## src/rtl/core/sst_pkg.sv

```systemverilog
package sst_pkg;

	localparam int SST_DEPTH = 64;

	localparam int ID_W    = 16;
	localparam int SCORE_W = 16;
	localparam int POS_W   = 6;
	localparam int CMD_W   = 2;
	localparam int STAT_W  = 2;
	localparam int CNT_W   = 7;

	localparam int IN_W  = 40;
	localparam int OUT_W = 48;

	localparam logic [CMD_W-1:0] CMD_INSERT = 2'd0;
	localparam logic [CMD_W-1:0] CMD_REMOVE = 2'd1;
	localparam logic [CMD_W-1:0] CMD_READ   = 2'd2;

	localparam logic [STAT_W-1:0] ST_OK        = 2'd0;
	localparam logic [STAT_W-1:0] ST_FULL      = 2'd1;
	localparam logic [STAT_W-1:0] ST_NOT_FOUND = 2'd2;
	localparam logic [STAT_W-1:0] ST_EMPTY_POS = 2'd3;

	typedef struct packed {
		logic [ID_W-1:0]    id;
		logic [SCORE_W-1:0] score;
	} entry_t;

	typedef struct packed {
		logic              cap;
		logic              scan_down;
		logic              scan_up;
		logic              scan_issue;
		logic              rd_pos;
		logic              wr_new_up;
		logic              wr_shift_up;
		logic              wr_new_zero;
		logic              wr_shift_down;
		logic              set_found;
		logic              cnt_inc;
		logic              cnt_dec;
		logic              res_clr;
		logic              res_rd;
		logic              st_load;
		logic [STAT_W-1:0] st_code;
		logic              out_load;
	} dp_cmd_t;

	typedef struct packed {
		logic [CMD_W-1:0] cmd;
		logic             full;
		logic             cnt_zero;
		logic             pos_ok;
		logic             rd_v;
		logic             score_ge;
		logic             id_hit;
		logic             idx_zero;
		logic             idx_last;
		logic             found;
		logic             end_scan;
		logic             out_free;
	} dp_stat_t;

endpackage

```

## src/rtl/core/sst_ctrl.sv

```systemverilog
module sst_ctrl import sst_pkg::*; (
	input  logic     clk,
	input  logic     arst_n,
	input  logic     in_valid,
	output logic     in_ready,
	input  dp_stat_t stat,
	output dp_cmd_t  cmd
);

	typedef enum logic [2:0] {
		S_IDLE,
		S_DECODE,
		S_INS_SCAN,
		S_INS_HEAD,
		S_REM_SCAN,
		S_RD_WAIT,
		S_FINISH
	} state_t;

	state_t state_q;
	state_t state_d;

	assign in_ready = (state_q == S_IDLE);

	always_comb begin
		cmd     = '0;
		state_d = state_q;
		unique case (state_q)
			S_IDLE: begin
				if (in_valid) begin
					cmd.cap = 1'b1;
					state_d = S_DECODE;
				end
			end
			S_DECODE: begin
				cmd.res_clr = 1'b1;
				case (stat.cmd)
					CMD_INSERT: begin
						if (stat.full) begin
							cmd.st_load = 1'b1;
							cmd.st_code = ST_FULL;
							state_d     = S_FINISH;
						end else if (stat.cnt_zero) begin
							cmd.wr_new_zero = 1'b1;
							cmd.cnt_inc     = 1'b1;
							cmd.st_load     = 1'b1;
							cmd.st_code     = ST_OK;
							state_d         = S_FINISH;
						end else begin
							cmd.scan_down = 1'b1;
							state_d       = S_INS_SCAN;
						end
					end
					CMD_REMOVE: begin
						if (stat.cnt_zero) begin
							cmd.st_load = 1'b1;
							cmd.st_code = ST_NOT_FOUND;
							state_d     = S_FINISH;
						end else begin
							cmd.scan_up = 1'b1;
							state_d     = S_REM_SCAN;
						end
					end
					CMD_READ: begin
						if (stat.pos_ok) begin
							cmd.rd_pos = 1'b1;
							state_d    = S_RD_WAIT;
						end else begin
							cmd.st_load = 1'b1;
							cmd.st_code = ST_EMPTY_POS;
							state_d     = S_FINISH;
						end
					end
					default: begin
						cmd.st_load = 1'b1;
						cmd.st_code = ST_OK;
						state_d     = S_FINISH;
					end
				endcase
			end
			S_INS_SCAN: begin
				cmd.scan_issue = !stat.end_scan;
				if (stat.rd_v) begin
					if (stat.score_ge) begin
						cmd.wr_new_up = 1'b1;
						cmd.cnt_inc   = 1'b1;
						cmd.st_load   = 1'b1;
						cmd.st_code   = ST_OK;
						state_d       = S_FINISH;
					end else begin
						cmd.wr_shift_up = 1'b1;
						if (stat.idx_zero) begin
							state_d = S_INS_HEAD;
						end
					end
				end
			end
			S_INS_HEAD: begin
				cmd.wr_new_zero = 1'b1;
				cmd.cnt_inc     = 1'b1;
				cmd.st_load     = 1'b1;
				cmd.st_code     = ST_OK;
				state_d         = S_FINISH;
			end
			S_REM_SCAN: begin
				cmd.scan_issue = !stat.end_scan;
				if (stat.rd_v) begin
					if (stat.found) begin
						cmd.wr_shift_down = 1'b1;
					end else if (stat.id_hit) begin
						cmd.set_found = 1'b1;
					end
					if (stat.idx_last) begin
						cmd.st_load = 1'b1;
						cmd.st_code = (stat.found || stat.id_hit) ? ST_OK : ST_NOT_FOUND;
						cmd.cnt_dec = stat.found || stat.id_hit;
						state_d     = S_FINISH;
					end
				end
			end
			S_RD_WAIT: begin
				cmd.res_rd  = 1'b1;
				cmd.st_load = 1'b1;
				cmd.st_code = ST_OK;
				state_d     = S_FINISH;
			end
			S_FINISH: begin
				if (stat.out_free) begin
					cmd.out_load = 1'b1;
					state_d      = S_IDLE;
				end
			end
			default: begin
				state_d = S_IDLE;
			end
		endcase
	end

	always_ff @(posedge clk or negedge arst_n) begin
		if (!arst_n) begin
			state_q <= S_IDLE;
		end else begin
			state_q <= state_d;
		end
	end

endmodule

```

## src/rtl/core/sst_datapath.sv

```systemverilog
module sst_datapath import sst_pkg::*; #(
	parameter int DEPTH = SST_DEPTH
) (
	input  logic             clk,
	input  logic             arst_n,
	input  logic [IN_W-1:0]  in_data,
	input  dp_cmd_t          cmd,
	output dp_stat_t         stat,
	output logic             out_valid,
	input  logic             out_ready,
	output logic [OUT_W-1:0] out_data
);

	localparam int AW = (DEPTH > 1) ? $clog2(DEPTH) : 1;
	localparam int CW = $clog2(DEPTH + 1);

	entry_t mem [DEPTH];

	logic [CMD_W-1:0]   cmd_q;
	logic [ID_W-1:0]    id_q;
	logic [SCORE_W-1:0] score_q;
	logic [POS_W-1:0]   pos_q;

	logic [CW-1:0] count_q;
	logic [AW-1:0] k_q;
	logic          end_q;
	logic          down_q;
	logic          found_q;

	logic          rd_v_s1;
	logic [AW-1:0] idx_s1;
	entry_t        rdata_s1;

	logic [STAT_W-1:0]  st_q;
	logic [ID_W-1:0]    rid_q;
	logic [SCORE_W-1:0] rsc_q;
	logic               out_valid_q;
	logic [OUT_W-1:0]   out_data_q;

	logic [CW-1:0]          cnt_m1;
	logic [AW-1:0]          last_idx;
	logic [AW+POS_W-1:0]    pos_wide;
	logic [CW+CNT_W-1:0]    cnt_wide;
	logic                   rd_en;
	logic [AW-1:0]          rd_addr;
	logic                   wr_en;
	logic [AW-1:0]          wr_addr;
	entry_t                 wr_data;
	entry_t                 new_e;

	assign cnt_m1   = count_q - CW'(1);
	assign last_idx = cnt_m1[AW-1:0];
	assign pos_wide = {{AW{1'b0}}, pos_q};
	assign cnt_wide = {{CNT_W{1'b0}}, count_q};
	assign new_e    = '{id: id_q, score: score_q};

	assign rd_en   = cmd.scan_issue || cmd.rd_pos;
	assign rd_addr = cmd.rd_pos ? pos_wide[AW-1:0] : k_q;

	always_comb begin
		wr_en   = 1'b0;
		wr_addr = '0;
		wr_data = new_e;
		if (cmd.wr_new_up) begin
			wr_en   = 1'b1;
			wr_addr = idx_s1 + AW'(1);
		end else if (cmd.wr_shift_up) begin
			wr_en   = 1'b1;
			wr_addr = idx_s1 + AW'(1);
			wr_data = rdata_s1;
		end else if (cmd.wr_new_zero) begin
			wr_en   = 1'b1;
		end else if (cmd.wr_shift_down) begin
			wr_en   = 1'b1;
			wr_addr = idx_s1 - AW'(1);
			wr_data = rdata_s1;
		end
	end

	always_ff @(posedge clk) begin
		if (wr_en) begin
			mem[wr_addr] <= wr_data;
		end
		if (rd_en) begin
			rdata_s1 <= mem[rd_addr];
			idx_s1   <= rd_addr;
		end
		if (cmd.cap) begin
			cmd_q   <= in_data[1:0];
			id_q    <= in_data[17:2];
			score_q <= in_data[33:18];
			pos_q   <= in_data[39:34];
		end
		if (cmd.res_clr) begin
			rid_q <= '0;
			rsc_q <= '0;
		end else if (cmd.res_rd) begin
			rid_q <= rdata_s1.id;
			rsc_q <= rdata_s1.score;
		end
		if (cmd.st_load) begin
			st_q <= cmd.st_code;
		end
		if (cmd.out_load) begin
			out_data_q <= {{(OUT_W - CNT_W - SCORE_W - ID_W - STAT_W){1'b0}},
				cnt_wide[CNT_W-1:0], rsc_q, rid_q, st_q};
		end
	end

	always_ff @(posedge clk or negedge arst_n) begin
		if (!arst_n) begin
			count_q     <= '0;
			k_q         <= '0;
			end_q       <= 1'b1;
			down_q      <= 1'b0;
			found_q     <= 1'b0;
			rd_v_s1     <= 1'b0;
			out_valid_q <= 1'b0;
		end else begin
			rd_v_s1 <= rd_en;
			if (cmd.cnt_inc) begin
				count_q <= count_q + CW'(1);
			end else if (cmd.cnt_dec) begin
				count_q <= cnt_m1;
			end
			if (cmd.scan_down) begin
				k_q    <= last_idx;
				end_q  <= 1'b0;
				down_q <= 1'b1;
			end else if (cmd.scan_up) begin
				k_q     <= '0;
				end_q   <= 1'b0;
				down_q  <= 1'b0;
				found_q <= 1'b0;
			end else if (cmd.scan_issue) begin
				if (down_q) begin
					if (k_q == '0) begin
						end_q <= 1'b1;
					end else begin
						k_q <= k_q - AW'(1);
					end
				end else begin
					if (k_q == last_idx) begin
						end_q <= 1'b1;
					end else begin
						k_q <= k_q + AW'(1);
					end
				end
			end
			if (cmd.set_found) begin
				found_q <= 1'b1;
			end
			if (cmd.out_load) begin
				out_valid_q <= 1'b1;
			end else if (out_ready) begin
				out_valid_q <= 1'b0;
			end
		end
	end

	always_comb begin
		stat.cmd      = cmd_q;
		stat.full     = (count_q == CW'(DEPTH));
		stat.cnt_zero = (count_q == '0);
		stat.pos_ok   = ({{CW{1'b0}}, pos_q} < {{POS_W{1'b0}}, count_q});
		stat.rd_v     = rd_v_s1;
		stat.score_ge = (rdata_s1.score >= score_q);
		stat.id_hit   = (rdata_s1.id == id_q);
		stat.idx_zero = (idx_s1 == '0);
		stat.idx_last = (idx_s1 == last_idx);
		stat.found    = found_q;
		stat.end_scan = end_q;
		stat.out_free = !out_valid_q || out_ready;
	end

	assign out_valid = out_valid_q;
	assign out_data  = out_data_q;

endmodule

```

## src/rtl/core/sorted_score_table.sv

```systemverilog
// Only one item is in work at a time: a new item is accepted only after the result of the
// last one has been loaded into the output register. The table memory scan reads one entry
// and moves one entry per cycle over a single write port.
// Reset: the controller, the entry count and the output valid flag are cleared; the table
// memory is not cleared and holds no valid entries until written.
module sorted_score_table import sst_pkg::*; #(
	parameter int DEPTH = SST_DEPTH
) (
	input  logic             clk,
	input  logic             arst_n,
	input  logic             s_tvalid,
	output logic             s_tready,
	// cmd[1:0], entry_id[17:2], score[33:18], position[39:34], zero above.
	input  logic [IN_W-1:0]  s_tdata,
	output logic             m_tvalid,
	input  logic             m_tready,
	// status[1:0], read_id[17:2], read_score[33:18], entry_count[40:34], zero above.
	output logic [OUT_W-1:0] m_tdata
);

	dp_cmd_t  cmd;
	dp_stat_t stat;

	sst_ctrl u_ctrl (
		.clk      (clk),
		.arst_n   (arst_n),
		.in_valid (s_tvalid),
		.in_ready (s_tready),
		.stat     (stat),
		.cmd      (cmd)
	);

	sst_datapath #(
		.DEPTH (DEPTH)
	) u_datapath (
		.clk       (clk),
		.arst_n    (arst_n),
		.in_data   (s_tdata),
		.cmd       (cmd),
		.stat      (stat),
		.out_valid (m_tvalid),
		.out_ready (m_tready),
		.out_data  (m_tdata)
	);

endmodule

```

## config.mk

```make
export PLATFORM = sky130hd
export DESIGN_NAME = sorted_score_table
export DESIGN_NICKNAME = d
export VERILOG_FILES = /design/src/rtl/core/sst_pkg.sv /design/src/rtl/core/sst_ctrl.sv /design/src/rtl/core/sst_datapath.sv /design/src/rtl/core/sorted_score_table.sv
export SDC_FILE = /design/constraint.sdc
export NUM_CORES = 2
export LEC_CHECK = 0
export BUFFER_PORTS_ARGS = -buffer_cell sky130_fd_sc_hd__buf_2
export CORE_UTILIZATION = 35
export CTS_BUF_LIST = sky130_fd_sc_hd__clkbuf_8 sky130_fd_sc_hd__clkbuf_16
export DETAILED_ROUTE_END_ITERATION = 10
export MAX_ROUTING_LAYER = met4
export PLACE_DENSITY = 0.53
export SYNTH_ARGS = -nofsm -noshare
export SYNTH_HDL_FRONTEND = slang
export SYNTH_SLANG_ARGS = --single-unit
```

## constraint.sdc

```tcl
create_clock -name clk -period 10.95 [get_ports clk]
set_clock_uncertainty 0.05 [all_clocks]
set_input_delay 1.095 -clock clk [delete_from_list [all_inputs] [get_ports clk]]
set_output_delay 1.095 -clock clk [all_outputs]
set_load 0.02 [all_outputs]
```

; ---- Yosys cells after proc, flatten, opt, wreduce, memory -nomap -nowiden
; Memory sizes are Yosys's and may differ from the RTL's. A register that Yosys moved wholly into a read port is not among the register bits.
; Index checks and enable logic that the tools add are counted.
[op_classes]
muxes = 92
n_reduce_logical = 22
n_lt_le_gt_ge = 2
addsub = 6
eq_ne = 22
[op_table]
columns = op, count
row1 = 32-bit 2-to-1 mux, 4
row2 = 6-bit 2-to-1 mux, 11
row3 = 3-bit 2-to-1 mux, 17
row4 = 1-bit 2-to-1 mux, 44
row5 = 3-bit one-hot mux with 3 select lines, 2
row6 = 3-bit one-hot mux with 6 select lines, 1
row7 = 16-bit == test, 1
row8 = 16-bit >= comparator, 1
row9 = 2-bit 2-to-1 mux, 8
row10 = 7-bit 2-to-1 mux, 2
row11 = "6-bit by 1-bit adder with 6-bit output, second input constant", 2
row12 = 6-bit == test, 2
row13 = 6-bit logical NOT, 2
row14 = 3-bit one-hot mux with 4 select lines, 1
row15 = "6-bit by 1-bit subtractor with 6-bit output, second input constant", 2
row16 = "3-bit == test, second input constant", 3
row17 = "2-bit inequality test, second input constant", 4
row18 = "4-bit inequality test, second input constant", 2
row19 = 2-bit nonzero test, 4
row20 = "7-bit by 1-bit adder with 7-bit output, second input constant", 1
row21 = "7-bit == test, second input constant", 1
row22 = 7-bit logical NOT, 1
row23 = 6-bit by 7-bit less-than comparator with 1-bit output, 1
row24 = "7-bit by 1-bit subtractor with 7-bit output, second input constant", 1
row25 = other kinds (19), 26
[word_totals]
inputBits = 44
mem_count = 1
out_inout_bits = 50
wordCells = 162
mem_bits_rw = 2048
ff_bits = 142
[memory_table]
columns = name, depth, width, read_ports, rd_ports_with_merged_regs, write_ports, line_no
row1 = u_datapath.mem, 64, 32, 1, 1, 1, sst_datapath.sv:17  ; entry_t mem [DEPTH];

; ---- Depth between registers and ports, before layout
[logic_depth]
ltp_word = 11
depth_mapped = 18
depth_no_buf = 13

; ---- Cells and area by module
; A second synthesis with hierarchy kept.
[unflattened]
hier_cells = 7629
area_unflattened_um2 = 96329.9
[modules_own_cells]
columns = mod, seq_area_each_um2, instances, area_per_inst_um2, cells_each
row1 = sst_datapath, 66224.8, 1, 95818.1, 7563
row2 = sst_ctrl, 75.1, 1, 511.7, 66

; ---- Worst setup path before layout
; No wires, ideal clock.
[synth_timing]
path_type = reg-to-reg
from = register, netlist name u_datapath.rdata_s1[0]
to = memory u_datapath.mem[0][0] (netlist bit) (data pin)
setup_time_ns = 0.702
required_time_ns = 10.198
path_slack_ns = 5.697
arrival_time_ns = 4.500
path_stages_with_launch = 13
path_buffers = 1
cell_sequence = edfxtp_1 > inv_1 > ha_1 > nand2b_1 > a21o_1 > a21o_1 > a21oi_1 > o21ai_0 > a21o_1 > nor2_1 > nor2_1 > clkbuf_1 > o21ai_0
[synth_rtl]
columns = element, line_no
row1 = to (decl), sst_datapath.sv:17

; ---- Final worst setup path
[layout_timing]
from = register u_datapath.count_q[4]
to = register, netlist name u_datapath.rdata_s1[14]
[layout_via]
elab_chain_cells = 5
word_cells_on_any_way = 6
classes_between = order compare (1) / mux (4) / reduce/logical (1)
[layout_lines]
columns = element, line_no
row1 = from (decl), sst_datapath.sv:24  ; logic [CW-1:0] count_q;
row2 = from (signal assigned), sst_datapath.sv:122  ; count_q <= count_q + CW'(1);
row3 = from (signal assigned), sst_datapath.sv:124  ; count_q <= cnt_m1;
row4 = 6-bit by 7-bit less-than comparator with 1-bit output (*), sst_datapath.sv:165  ; stat.pos_ok = ({{CW{1'b0}}, pos_q} < {{POS_W{1'b0}}, count_q});
row5 = 1-bit 2-to-1 mux (*), sst_ctrl.sv:65  ; if (stat.pos_ok) begin
row6 = 1-bit 2-to-1 mux (*), sst_ctrl.sv:37  ; case (stat.cmd)
row7 = 1-bit 2-to-1 mux (*), sst_ctrl.sv:28  ; unique case (state_q)
row8 = 6-bit 2-to-1 mux / 1-bit logical OR (equally long branches), "sst_datapath.sv:58, sst_datapath.sv:57"
; Every way passes the cells marked *; elsewhere a longest branch is shown, timed or not.
; A chain may end at the register's enable or synchronous reset.

==> qor.csv <==
metric,value,unit
status,"finished, violations left",
violations,design-rule violations,
use_met3,0.03294,
portBuffers,86,
vias,53650,
ys_warn_count,0,
critPathMaxFanout,53,
worst_pin_slew,1.419,ns
path_class,register to register,
ir_drop,0.2357,mV
drv_cap,0,
grt_first_pass_wirelength,398400,microns
power,28.34,mW
cp-start-kind,register,
cts.repair.resized,0,
dieArea,0.2556,sq mm
cts_buffers,222,
finalCriticalPeriod,6.855,ns
slew_headroom,0.04428,
met2_usage,0.3514,
rsz0062_at_grt,false,
clock_latency,0.89,ns
grt-ovfl-total,0,
crit_slowest_cell,o21ai_0,
busiest_layer,met2,
syn_to_final_growth,13.47,%
grt_max_degree,149,
setup_viol_count_final,0,
cts_sinks,2222,
crit_top_cell,buf_4,
fin_crit_sh,0.6260,
fmax,145.9,MHz
cp-startpoint,u_datapath.count_q[4],
async_reset_ff_frac,0.009451,
wl_per_cell,30.48,microns
die_w,505.6,microns
cts_tree,built,
synth_edf_count,2169,
finalWeightedCongestion,0.8261,
io_pins,94,
ys_seq_elements,2222,
path_cells,inv_1 > ha_1 > a211oi_1 > o32a_1 > a21oi_4 > buf_4 > nor2_4 > buf_4 > buf_4 > buf_4 > mux4_2 > nand2_1 > a2bb2oi_1 > o21ai_0 > nand4_1,
antenna_found_initial,18,
syn_area_per_cell,15.43,sq um
fillers,22900,
grt.met1_usage,0.3074,
nets,5942,
synth_cells,5753,
drtIter0Drc,6696,
required,11.47,ns
postCtsSetupBuffers,0,
hold_buffers,0,
start_util,0.3528,
synth_area,0.08877,sq mm
ff2ff_path_depth,15,
die_h,505.6,microns
rr_startpoint,u_datapath.count_q[4],
num_rows,184,
dp_hpwl,151800,microns
cp_num_buf_inv,5,
coreArea,0.2516,sq mm
synth_cell_types,87,
ant_nets,0,
critPathTopFamily,buffers and inverters,
clkTransAtPathRegs,0.06,ns
p_per_area,281.4,mW/mm^2
root_buffer,clkbuf_16,
routed_wl,286900,microns
grt_pass1_vias,50860,
hold_violations,0,
setup_tns,0,ns
finalMaxSlewViolations,0,
grt_use_total,0.2267,
fin_util,0.4003,
synth-seq-area-share,0.7469,
clock_path_buffers,3,
hold_class,input pin to asynchronous set/reset pin,
drc_errors,40,
ys.flop_type,edfxtp_1,
r2r_slack,4.10,ns
r2r-end,u_datapath.rdata_s1[14],
dr.pass1.iters,9,
arrival,7.37,ns
viasPerCell,5.701,
cp-end-kind,register,
max_stage_delay,0.83,ns
drive_gt1_frac,0.1397,
h-tree-depth,4,
power.leakage,33.56,nW
## report_power, final
group          internal [mW]  total [mW]  switching (mW)
Sequential              10.7        11.1           0.442
Combinational           2.78        9.96            7.18
Clock                   4.02        7.28            3.26
## final cells by class
cell class,count,area (sq um),area share
multi-input combinational,3124,21260,0.2111
antenna,13,32.53,0.0003230
tap,3348,4189,0.04159
timing repair buffer,255,1837,0.01824
clock buffer,229,5685,0.05645
sequential,2222,66300,0.6583
clock inverter,181,1251,0.01242
inverter,39,166.4,0.001652
## layer usage
layer | routed length (microns) | vias to the layer above | part of all wire
met5 | 0 | - | 0
met2 | 132400 | 2615 | 0.46
met4 | 8997 | 0 | 0.031
met1 | 121000 | 27990 | 0.42
met3 | 24410 | 414 | 0.085
li1 | - | 22640 | -
## worst max path at each step
| stage | to | slack, ns | depth (start not counted) |
|---|---|---|---|
| floorplan | u_datapath.mem[0][0] | 5.70 | 12 |
| global placement | u_datapath.rdata_s1[0] | 4.13 | 13 |
| detailed placement | u_datapath.rdata_s1[14] | 4.12 | 15 |
| CTS | u_datapath.rdata_s1[14] | 4.09 | 15 |
| global route | u_datapath.rdata_s1[14] | 3.92 | 15 |
| finish | u_datapath.rdata_s1[14] | 4.10 | 15 |
## state kept, by name (all words and copies together) (netlist names)
register / cells
u_datapath.cmd_q: 2
u_ctrl.state_q: 3
u_datapath.down_q: 1
u_datapath.id_q: 16
u_datapath.idx_s1: 6
u_datapath.rsc_q: 16
u_datapath.mem: 2048
u_datapath.count_q: 7
u_datapath.end_q: 1
u_datapath.found_q: 1
u_datapath.out_valid: 1
u_datapath.st_q: 2
u_datapath.score_q: 16
u_datapath.rd_v_s1: 1
u_datapath.rdata_s1: 32
u_datapath.pos_q: 6
u_datapath.rid_q: 16
u_datapath.k_q: 6
u_datapath.out_data: 41
## synthesized netlist by cell type, drive strengths merged, types with 34 or more instances
cell type     n  share of area
nor4         34         0.0024
o221a        55         0.0070
o22ai       101         0.0071
o221ai       65         0.0064
nand3       110         0.0062
a31oi        68         0.0049
mux2         85          0.011
a21oi       234          0.013
inv          38         0.0016
and3        203          0.014
nand4        39         0.0027
a211oi       76         0.0065
nor2        124         0.0054
clkbuf      171         0.0072
mux4         45          0.011
nand2       832          0.035
buf         203          0.013
edfxtp     2169           0.73
mux2i       421          0.047
o21ai       248          0.014
## worst reg2reg max path: stages (launching register included)
cell and delay [ns]:
dfrtp_1 0.42, inv_1 0.11, ha_1 0.32, a211oi_1 0.46
o32a_1 0.60, a21oi_4 0.09, buf_4 0.24, nor2_4 0.33
buf_4 0.69, buf_4 0.70, buf_4 0.75, mux4_2 0.64
nand2_1 0.09, a2bb2oi_1 0.07, o21ai_0 0.83, nand4_1 0.16
## logic make-up after synthesis
family | after synthesis | synth area share
DFF | 2222 | 0.7469
and+or+nand+nor | 1430 | 0.07258
AOI/OAI and AO/OA | 1061 | 0.07998
muxes | 551 | 0.06967
buffers and inverters | 413 | 0.02178
xor gates and xnor gates | 41 | 0.004200
adders and majority gates | 34 | 0.004877
other | 1 | 0.00004224
## placed cells by master (no fill, tap or decap), types with 101 or more instances in the layout
master     synthesis  final
mux2i_1          421    416
buf_4             54    158
inv_1             36    107
o21ai_0          245    240
clkbuf_16          0    225
o22ai_1          101    101
nand3_1          110    109
a21oi_1          233    232
and3_1           202    202
nand2_1          832    832
edfxtp_1        2169   2169
## stage by stage
step	instance area, sq um	hold slack, ns	cells	setup slack [ns]
CTS	100700	0.1267	9398	4.088
detailed placement	93750	0.3602	8988	4.120
finish	100700	0.1610	9411	4.095
global placement	93740	0.3564	8987	4.126
global route	100700	0.1647	9404	3.924
floorplan	88790	0.3503	5759	5.697
(Power assumes the default switching activity.)
